[src/hdl/luhn_check_digit_unit_defines.svh]
// Assertion macros for the Luhn check digit unit.
// Both sample on clk_i and are off while rst_ni is low.
`ifndef LUHN_CHECK_DIGIT_UNIT_DEFINES_SVH
`define LUHN_CHECK_DIGIT_UNIT_DEFINES_SVH

// Same-cycle implication
`define LCDU_ASSERT_IMP(name, ante, cons) \
  name: assert property (@(posedge clk_i) disable iff (!rst_ni) (ante) |-> (cons)) \
    else $error("lcdu: same-cycle check failed");

// Next-cycle implication
`define LCDU_ASSERT_NXT(name, ante, cons) \
  name: assert property (@(posedge clk_i) disable iff (!rst_ni) (ante) |=> (cons)) \
    else $error("lcdu: next-cycle check failed");

`endif

[src/hdl/lcdu_pkg.sv]
package lcdu_pkg;

  // Default number of decimal digits protected by one check digit
  localparam int unsigned DefaultDigits = 8;

  // Double dabble shift steps folded into one register stage
  localparam int unsigned DabbleStepsPerStage = 8;

  // Width of a Luhn digit sum (nine digits of at most 9 each)
  localparam int unsigned SumWidth = 7;

  // Reciprocal of ten for a 32-bit dividend, used with a shift of 35
  localparam logic [31:0] RecipTen = 32'hCCCC_CCCD;
  localparam int unsigned RecipShift = 35;

  localparam logic [31:0] AllOnes = '1;

  typedef enum logic [1:0] {
    CMD_ADD    = 2'd0,
    CMD_VERIFY = 2'd1,
    CMD_REMOVE = 2'd2
  } cmd_e;

  // 10**n, evaluated at elaboration only
  function automatic longint unsigned pow10(int unsigned n);
    longint unsigned p;
    p = 1;
    for (int unsigned i = 0; i < n; i++) begin
      p = p * 10;
    end
    return p;
  endfunction

  // Doubled digit with its two digits summed
  function automatic logic [3:0] luhn_double(logic [3:0] d);
    logic [4:0] two_d;
    two_d = {d, 1'b0};
    if (two_d > 5'd9) begin
      two_d = two_d - 5'd9;
    end
    return two_d[3:0];
  endfunction

  // Remainder by ten of a digit sum, by conditional subtraction
  function automatic logic [3:0] mod10_sum(logic [SumWidth-1:0] s);
    logic [SumWidth-1:0] r;
    r = s;
    if (r >= 7'd80) r = r - 7'd80;
    if (r >= 7'd40) r = r - 7'd40;
    if (r >= 7'd20) r = r - 7'd20;
    if (r >= 7'd10) r = r - 7'd10;
    return r[3:0];
  endfunction

  // Check digit: (sum * 9) mod 10, i.e. the tens complement of sum mod 10
  function automatic logic [3:0] check_digit(logic [SumWidth-1:0] s);
    logic [3:0] m;
    m = mod10_sum(s);
    return (m == 4'd0) ? 4'd0 : 4'd10 - m;
  endfunction

endpackage

[src/hdl/lcdu_in_if.sv]
// Command channel: one command and one number per transfer
interface lcdu_in_if;
  logic        valid;
  logic        ready;
  logic [1:0]  cmd;
  logic [31:0] value;

  modport source (output valid, output cmd, output value, input ready);
  modport sink   (input valid, input cmd, input value, output ready);
endinterface

[src/hdl/lcdu_out_if.sv]
// Result channel: one result per command
interface lcdu_out_if;
  logic        valid;
  logic        ready;
  logic [31:0] result;
  logic        check_ok;
  logic        error;

  modport source (output valid, output result, output check_ok, output error, input ready);
  modport sink   (input valid, input result, input check_ok, input error, output ready);
endinterface

[src/hdl/luhn_check_digit_unit.sv]
// Stages: quotient, select and range check, binary to BCD conversion, Luhn sum, output; the
//   binary to BCD conversion, 8 shift steps per stage, sets how many conversion stages there are.
// Throughput: one item per cycle; stalls back up stage by stage and bubbles are squeezed out.
// Reset (rst_ni low, asynchronous) clears the stage valid bits only; no clearing pass.
`include "luhn_check_digit_unit_defines.svh"
module luhn_check_digit_unit #(
  parameter int unsigned DIGITS = lcdu_pkg::DefaultDigits
) (
  input  logic       clk_i,
  input  logic       rst_ni,
  lcdu_in_if.sink    in_i,
  lcdu_out_if.source out_o
);

  localparam logic [31:0] MaxVal = 32'(lcdu_pkg::pow10(DIGITS) - 1);
  localparam int unsigned XW     = $clog2(lcdu_pkg::pow10(DIGITS));
  localparam int unsigned BW     = 4 * DIGITS;
  localparam int unsigned SW     = BW + XW;
  localparam int unsigned SPS    = lcdu_pkg::DabbleStepsPerStage;
  localparam int unsigned NS     = (XW + SPS - 1) / SPS;
  localparam int unsigned NST    = NS + 4;
  localparam int unsigned LAST   = NST - 1;
  localparam int unsigned SUMW   = lcdu_pkg::SumWidth;

  // Payload that rides beside the conversion
  typedef struct packed {
    logic [1:0]  cmd;
    logic [3:0]  rem;       // last decimal digit of the input
    logic        in_range;  // converted number has at most DIGITS digits
    logic [35:0] base;      // add: value*10, verify/remove: value/10
  } side_t;

  // Run the double dabble steps that fall into one stage
  function automatic logic [SW-1:0] dabble_run(logic [SW-1:0] sr_in, int unsigned first);
    logic [SW-1:0] sr;
    sr = sr_in;
    for (int unsigned i = 0; i < SPS; i++) begin
      if (first + i < XW) begin
        for (int unsigned k = 0; k < DIGITS; k++) begin
          if (sr[XW + 4*k +: 4] >= 4'd5) begin
            sr[XW + 4*k +: 4] = sr[XW + 4*k +: 4] + 4'd3;
          end
        end
        sr = {sr[SW-2:0], 1'b0};
      end
    end
    return sr;
  endfunction

  // Stage flow control: a stage loads when empty or when its successor loads
  logic [NST-1:0] vld_q;
  logic [NST-1:0] en;

  always_comb begin
    en[LAST] = !vld_q[LAST] || out_o.ready;
    for (int k = NST - 2; k >= 0; k--) begin
      en[k] = !vld_q[k] || en[k+1];
    end
  end

  assign in_i.ready = en[0];

  always_ff @(posedge clk_i or negedge rst_ni) begin
    if (!rst_ni) begin
      vld_q <= '0;
    end else begin
      if (en[0]) vld_q[0] <= in_i.valid;
      for (int k = 1; k < NST; k++) begin
        if (en[k]) vld_q[k] <= vld_q[k-1];
      end
    end
  end

  // Stage 1: quotient by ten through the reciprocal multiply
  logic [63:0] s1_prod;
  logic [1:0]  s1_cmd_q;
  logic [31:0] s1_val_q;
  logic [28:0] s1_quo_q;

  assign s1_prod = 64'(in_i.value) * 64'(lcdu_pkg::RecipTen);

  always_ff @(posedge clk_i) begin
    if (en[0]) begin
      s1_cmd_q <= in_i.cmd;
      s1_val_q <= in_i.value;
      s1_quo_q <= s1_prod[63:lcdu_pkg::RecipShift];
    end
  end

  // Stage 2: pick the number to convert, range check, last digit, value*10
  logic [31:0]   s2_x;
  logic [6:0]    s2_quo_ten;
  logic [35:0]   s2_times10;
  side_t         s2_side_d, s2_side_q;
  logic [SW-1:0] s2_sr_q;

  always_comb begin
    s2_x = (s1_cmd_q == lcdu_pkg::CMD_ADD) ? s1_val_q : {3'b0, s1_quo_q};
    s2_quo_ten = 7'({s1_quo_q[3:0], 3'b0}) + 7'({s1_quo_q[3:0], 1'b0});
    s2_times10 = {1'b0, s1_val_q, 3'b0} + {3'b0, s1_val_q, 1'b0};
    s2_side_d.cmd      = s1_cmd_q;
    s2_side_d.rem      = s1_val_q[3:0] - s2_quo_ten[3:0];
    s2_side_d.in_range = (s2_x <= MaxVal);
    s2_side_d.base     = (s1_cmd_q == lcdu_pkg::CMD_ADD) ? s2_times10 : {7'b0, s1_quo_q};
  end

  always_ff @(posedge clk_i) begin
    if (en[1]) begin
      s2_side_q <= s2_side_d;
      s2_sr_q   <= {{BW{1'b0}}, s2_x[XW-1:0]};
    end
  end

  // Binary to BCD conversion, SPS shift steps per stage
  logic [SW-1:0] dd_sr_d  [NS];
  logic [SW-1:0] dd_sr_q  [NS];
  side_t         dd_side_q[NS];

  always_comb begin
    dd_sr_d[0] = dabble_run(s2_sr_q, 0);
    for (int unsigned j = 1; j < NS; j++) begin
      dd_sr_d[j] = dabble_run(dd_sr_q[j-1], j * SPS);
    end
  end

  always_ff @(posedge clk_i) begin
    if (en[2]) begin
      dd_sr_q[0]   <= dd_sr_d[0];
      dd_side_q[0] <= s2_side_q;
    end
    for (int unsigned j = 1; j < NS; j++) begin
      if (en[2+j]) begin
        dd_sr_q[j]   <= dd_sr_d[j];
        dd_side_q[j] <= dd_side_q[j-1];
      end
    end
  end

  // Luhn sum: even positions from the right are doubled
  logic [BW-1:0]   sm_bcd;
  logic [SUMW-1:0] sm_sum_d, sm_sum_q;
  side_t           sm_side_q;

  assign sm_bcd = dd_sr_q[NS-1][SW-1 -: BW];

  always_comb begin
    sm_sum_d = '0;
    for (int unsigned k = 0; k < DIGITS; k++) begin
      if (k % 2 == 0) begin
        sm_sum_d = sm_sum_d + SUMW'(lcdu_pkg::luhn_double(sm_bcd[4*k +: 4]));
      end else begin
        sm_sum_d = sm_sum_d + SUMW'(sm_bcd[4*k +: 4]);
      end
    end
  end

  always_ff @(posedge clk_i) begin
    if (en[NS+2]) begin
      sm_sum_q  <= sm_sum_d;
      sm_side_q <= dd_side_q[NS-1];
    end
  end

  // Output stage: check digit, command decode, result register
  logic [3:0]  ot_chk;
  logic [35:0] ot_added;
  logic        ot_match;
  logic [31:0] ot_result_d, ot_result_q;
  logic        ot_ok_d, ot_ok_q;
  logic        ot_err_d, ot_err_q;

  always_comb begin
    ot_chk      = lcdu_pkg::check_digit(sm_sum_q);
    ot_added    = sm_side_q.base + 36'(ot_chk);
    ot_match    = sm_side_q.in_range && (ot_chk == sm_side_q.rem);
    ot_result_d = lcdu_pkg::AllOnes;
    ot_ok_d     = 1'b0;
    ot_err_d    = 1'b1;
    unique case (lcdu_pkg::cmd_e'(sm_side_q.cmd))
      lcdu_pkg::CMD_ADD: begin
        if (sm_side_q.in_range && (ot_added[35:32] == 4'd0)) begin
          ot_result_d = ot_added[31:0];
          ot_err_d    = 1'b0;
        end
      end
      lcdu_pkg::CMD_VERIFY: begin
        ot_result_d = '0;
        ot_ok_d     = ot_match;
        ot_err_d    = !ot_match;
      end
      lcdu_pkg::CMD_REMOVE: begin
        if (ot_match) begin
          ot_result_d = sm_side_q.base[31:0];
          ot_ok_d     = 1'b1;
          ot_err_d    = 1'b0;
        end
      end
      default: begin
        ot_result_d = lcdu_pkg::AllOnes;
      end
    endcase
  end

  always_ff @(posedge clk_i) begin
    if (en[LAST]) begin
      ot_result_q <= ot_result_d;
      ot_ok_q     <= ot_ok_d;
      ot_err_q    <= ot_err_d;
    end
  end

  assign out_o.valid    = vld_q[LAST];
  assign out_o.result   = ot_result_q;
  assign out_o.check_ok = ot_ok_q;
  assign out_o.error    = ot_err_q;

  // Checks
  `LCDU_ASSERT_IMP(a_ok_err_exclusive, out_o.valid, !(out_o.check_ok && out_o.error))
  `LCDU_ASSERT_IMP(a_ready_when_out_free, !vld_q[LAST], in_i.ready)
  `LCDU_ASSERT_NXT(a_transfer_enters, in_i.valid && in_i.ready, vld_q[0])

endmodule
[src/flat_wrapper.sv]
// flat-port wrapper written by rule: the top's interface ports become plain ports
module luhn_check_digit_unit_flat 
#(
  parameter int unsigned DIGITS = lcdu_pkg::DefaultDigits
)
  (clk_i, rst_ni, in_i_valid, in_i_cmd, in_i_value, in_i_ready, out_o_valid, out_o_result, out_o_check_ok, out_o_error, out_o_ready);
  lcdu_in_if in_i_i ();
  lcdu_out_if out_o_i ();
  input  logic clk_i;
  input  logic rst_ni;
  input wire logic [$bits(in_i_i.valid)-1:0] in_i_valid;
  input wire logic [$bits(in_i_i.cmd)-1:0] in_i_cmd;
  input wire logic [$bits(in_i_i.value)-1:0] in_i_value;
  output wire logic [$bits(in_i_i.ready)-1:0] in_i_ready;
  output wire logic [$bits(out_o_i.valid)-1:0] out_o_valid;
  output wire logic [$bits(out_o_i.result)-1:0] out_o_result;
  output wire logic [$bits(out_o_i.check_ok)-1:0] out_o_check_ok;
  output wire logic [$bits(out_o_i.error)-1:0] out_o_error;
  input wire logic [$bits(out_o_i.ready)-1:0] out_o_ready;
  assign in_i_i.valid = in_i_valid;
  assign in_i_i.cmd = in_i_cmd;
  assign in_i_i.value = in_i_value;
  assign in_i_ready = in_i_i.ready;
  assign out_o_valid = out_o_i.valid;
  assign out_o_result = out_o_i.result;
  assign out_o_check_ok = out_o_i.check_ok;
  assign out_o_error = out_o_i.error;
  assign out_o_i.ready = out_o_ready;
  luhn_check_digit_unit #(.DIGITS(DIGITS)) u_core (.clk_i(clk_i), .rst_ni(rst_ni), .in_i(in_i_i), .out_o(out_o_i));
endmodule
[config.mk]
export PLATFORM = sky130hd
export DESIGN_NAME = luhn_check_digit_unit_flat
export DESIGN_NICKNAME = d
export VERILOG_FILES = /design/src/hdl/lcdu_pkg.sv /design/src/hdl/lcdu_in_if.sv /design/src/hdl/lcdu_out_if.sv /design/src/hdl/luhn_check_digit_unit.sv /design/src/flat_wrapper.sv
export VERILOG_INCLUDE_DIRS = /design/src /design/src/hdl
export SDC_FILE = /design/constraint.sdc
export NUM_CORES = 2
export LEC_CHECK = 0
export BUFFER_PORTS_ARGS = -buffer_cell sky130_fd_sc_hd__buf_4
export CAP_MARGIN = 5
export CORE_UTILIZATION = 60
export CTS_CLUSTER_DIAMETER = 80
export DETAILED_ROUTE_END_ITERATION = 10
export GPL_TIMING_DRIVEN = 0
export PLACE_DENSITY = 0.85
export SLEW_MARGIN = 30
export SYNTH_ARGS = -nofsm -noshare
export SYNTH_HDL_FRONTEND = slang
export SYNTH_SLANG_ARGS = --single-unit
[constraint.sdc]
create_clock -name clk_i -period 13 [get_ports clk_i]
set_input_delay 2.6 -clock clk_i [delete_from_list [all_inputs] [get_ports clk_i]]
set_output_delay 2.6 -clock clk_i [all_outputs]
set_load 0.02 [all_outputs]
==> results.yml <==
layout:
  instances_no_fill: 5758
  layout-drive-gt1-share: 0.0741
  fin_nets: 5761
  antenna_cells: 0
  syn_to_final_growth_pct: 7.87
routing:
  vias: 33200
  avgViaCountPerCell: 5.77
  drc_errors: 10
  ant_nets: 0
  highest_layer: "met4"
  drt_iter0_drc: 2143
  met3_length_um: 7310
  met1_length_um: 41500
  wl_met2_um: 53900
  routedWlPerCell_um: 18.8
  dr.pass1.iters: 10
  wl_um: 108000
worst_setup_path:
  crit_family: "adder cells"
  cp_slowest_cell: "ha_1"
  worstPathRequired_ns: 13.35
  startpoint_type: "primary input"
  arrival_ns: 11.27
  worstPathMaxFanout: 6
  endpoint_kind: "flip-flop"
  critical_path.max_stage_delay_ns: 0.65
  cpMostUsedCell: "fa_1"
  crit_type: "primary input to flip-flop"
  path_buf_inv: 7
flow_run:
  max-cap-violations: 0
cts:
  cts_max_level: 2
  cts.repair.resized: 0
  insertion_delay_ns: 0.64
  root_buffer: "clkbuf_16"
  cts_tree: "done"
  cts_hold_buf: 0
  numCtsBuffers: 53
  cts_setup_buffers: 0
  clock-sinks: 524
  clk_pin_slew_ns: 0.06
  cts_buffer_depth: 3
die:
  die_width_um: 288
  row_count: 104
  core_area_sq_um: 80700
  ioPinCount: 74
  dieArea_sq_um: 82900
  start_util: 0.608
  die_height_um: 288
place:
  port_buffers: 73
  dp.cells: 5669
  gp_congestion: 0.989
  dpl.hpwl_um: 85700
worst_hold_path:
  min_path_type: "flip-flop to flip-flop"
global_routing:
  antenna_found_initial: 0
  grt_start_max_net_pins: 54
  overflow: 0
  grt_pass1_vias: 34300
  grtUsageTotal: 0.268
  grt_pass1_wl_um: 174000
synth:
  synth.top_cells.by_area: "edfxtp_1 32%, fa_1 18%, ha_1 16%, inv_1 6.8%, xnor2_1 2.6%"
  synth.largest_area_cell: "edfxtp_1"
  synth-async-reset-ratio: 0.0153
  avgSynthCellArea_sq_um: 10.8
  synthTopCellsByCount: "892 x inv_1, 623 x ha_1, 516 x edfxtp_1, 436 x fa_1, 275 x nand2_1"
  synth_sequential_area_ratio: 0.320
  ys.flop_type: "edfxtp_1"
  synth_area_sq_um: 49000
  synth.most_common_cell: "inv_1"
  yosysTopAreaCellShare: 0.316
  ys_warn_count: 0
  postSynthNetCount: 5626
  synth_edf_count: 516
  ys_ff_latch: 524
  netlist_instances: 4529
  synth_cell_types: 106
sta:
  fin_crit_sh: 0.840
  drv_slew: 0
  timing.final.crit_period_ns: 10.92
  fmax_ghz: 0.0915
  grt_setup_unrepaired: "no"
  relSlewSlack: 0.464
  finClkSkew_ns: 0.0671
  hold_violations: 0
  tightest_slew_ns: 0.795
  finalSetupViolations: 0
outcome:
  status: "complete, but fails checks"
  violations: "DRC"
==> path summary, 6_finish.rpt <==
| path | from | depth (start not counted) | slack, ns | endpoint |
|---|---|---|---|---|
| hold reg to reg | u_core.dd_side_q[2][16] | 0 | 0.36 | u_core.dd_side_q[3][16] |
| setup reg to reg | u_core.dd_sr_q[1][41] | 45 | 2.76 | u_core.dd_sr_q[2][42] |
| setup / recovery | in_i_value[19] | 28 | 2.08 | u_core.s1_quo_q[28] |
| hold / removal | u_core.dd_side_q[2][16] | 0 | 0.36 | u_core.dd_side_q[3][16] |
| max in group asynchronous | rst_ni | 1 | 11.05 | u_core.vld_q[0] |
| min in group asynchronous | rst_ni | 1 | 1.77 | u_core.vld_q[5] |
==> through the flow <==
step | setup slack, ns | instance area, sq um | hold slack, ns | TNS [ns] | util
2_1_floorplan | 1.27 | 49000 | 0.400 | 0 | -
3_3_place_gp | -1.93 | 50900 | 0.400 | -1.93 | 0.631
3_5_place_dp | 1.53 | 51100 | 0.405 | 0 | 0.634
4_1_cts | 2.13 | 52900 | 0.347 | 0 | 0.656
5_1_grt | 1.70 | 52900 | 0.357 | 0 | 0.656
6_report | 2.08 | 52900 | 0.355 | 0 | 0.656
==> worst register-to-register path: cells and delay by family, from the launching register on <==
family / cells / cell delay, ns
muxes: 1 / 0.37
buffers and inverters: 11 / 1.28
and+or+nand+nor: 10 / 1.51
DFF: 1 / 0.48
xor gates and xnor gates: 6 / 2.04
adders and majority gates: 8 / 1.84
AOI/OAI and AO/OA: 9 / 2.48
==> cell usage in the layout (no fill, tap or decap), drive strengths merged, types with 11 or more instances in the layout <==
master   Yosys  routed
o31ai       15      15
and3        20      20
a211oi      26      26
clkbuf      25      79
clkinv       0      19
a21oi      205     205
a31oi       24      24
nand3       37      37
nor2       176     176
ha         623     623
nand4       18      18
fa         436     436
a21bo       14      14
xor2        50      50
nor3        58      58
nand2b      93      93
or2         17      17
mux2i      114     114
edfxtp     516     516
and2        31      31
o211ai      24      24
o21a        39      39
inv        899     902
a22oi       28      28
xnor2      148     148
mux2        71      71
a21o        70      70
o21ai      161     161
o211a       11      11
a21boi      25      25
nor3b       24      24
nor2b       40      40
o2111ai     13      13
nand2      276     276
or3         14      14
a211o       15      15
buf         16      96
==> state kept, by name, summed over array words and instances (netlist names) <==
| signal | cells |
|---|---|
| u_core.s2_sr_q | 27 |
| u_core.dd_sr_q | 127 |
| u_core.out_o.error | 1 |
| u_core.s1_cmd_q | 2 |
| u_core.sm_side_q | 43 |
| u_core.sm_sum_q | 7 |
| u_core.s2_side_q | 43 |
| u_core.s1_val_q | 32 |
| u_core.s1_quo_q | 29 |
| u_core.vld_q | 8 |
| u_core.out_o.check_ok | 1 |
| u_core.dd_side_q | 172 |
| u_core.out_o.result | 32 |
==> cells by family (layout without fill, tap and decap cells) <==
logic type	count (synthesis)	count (layout)	synth area share
AND/OR/NAND/NOR	848	848	0.0852
AO/OA/AOI/OAI	775	775	0.108
adder cells (fa/ha/maj)	1059	1059	0.337
buffers and inverters	940	1109	0.0724
flip-flops	524	524	0.320
XOR/XNOR	198	198	0.0361
multiplexers	185	185	0.0412
==> metal layers <==
metal / vias up / global-route usage
met5: - / 0
met4: 0 / 0.125
met3: 365 / 0.0497
met2: 1177 / 0.472
met1: 16000 / 0.315
li1: 15700 / -
==> final cells by class <==
class,instances,area [sq um]
clock inverter,35,424
tap,1060,1330
buffer,41,174
sequential,524,15700
fill,5793,27800
inverter,899,3380
clock buffer,54,1330
timing repair buffer,80,711
multi-input combinational,3065,29900
Power is not shown: default switching activity piles up to over one toggle a cycle in this logic, so the estimate is an artifact.
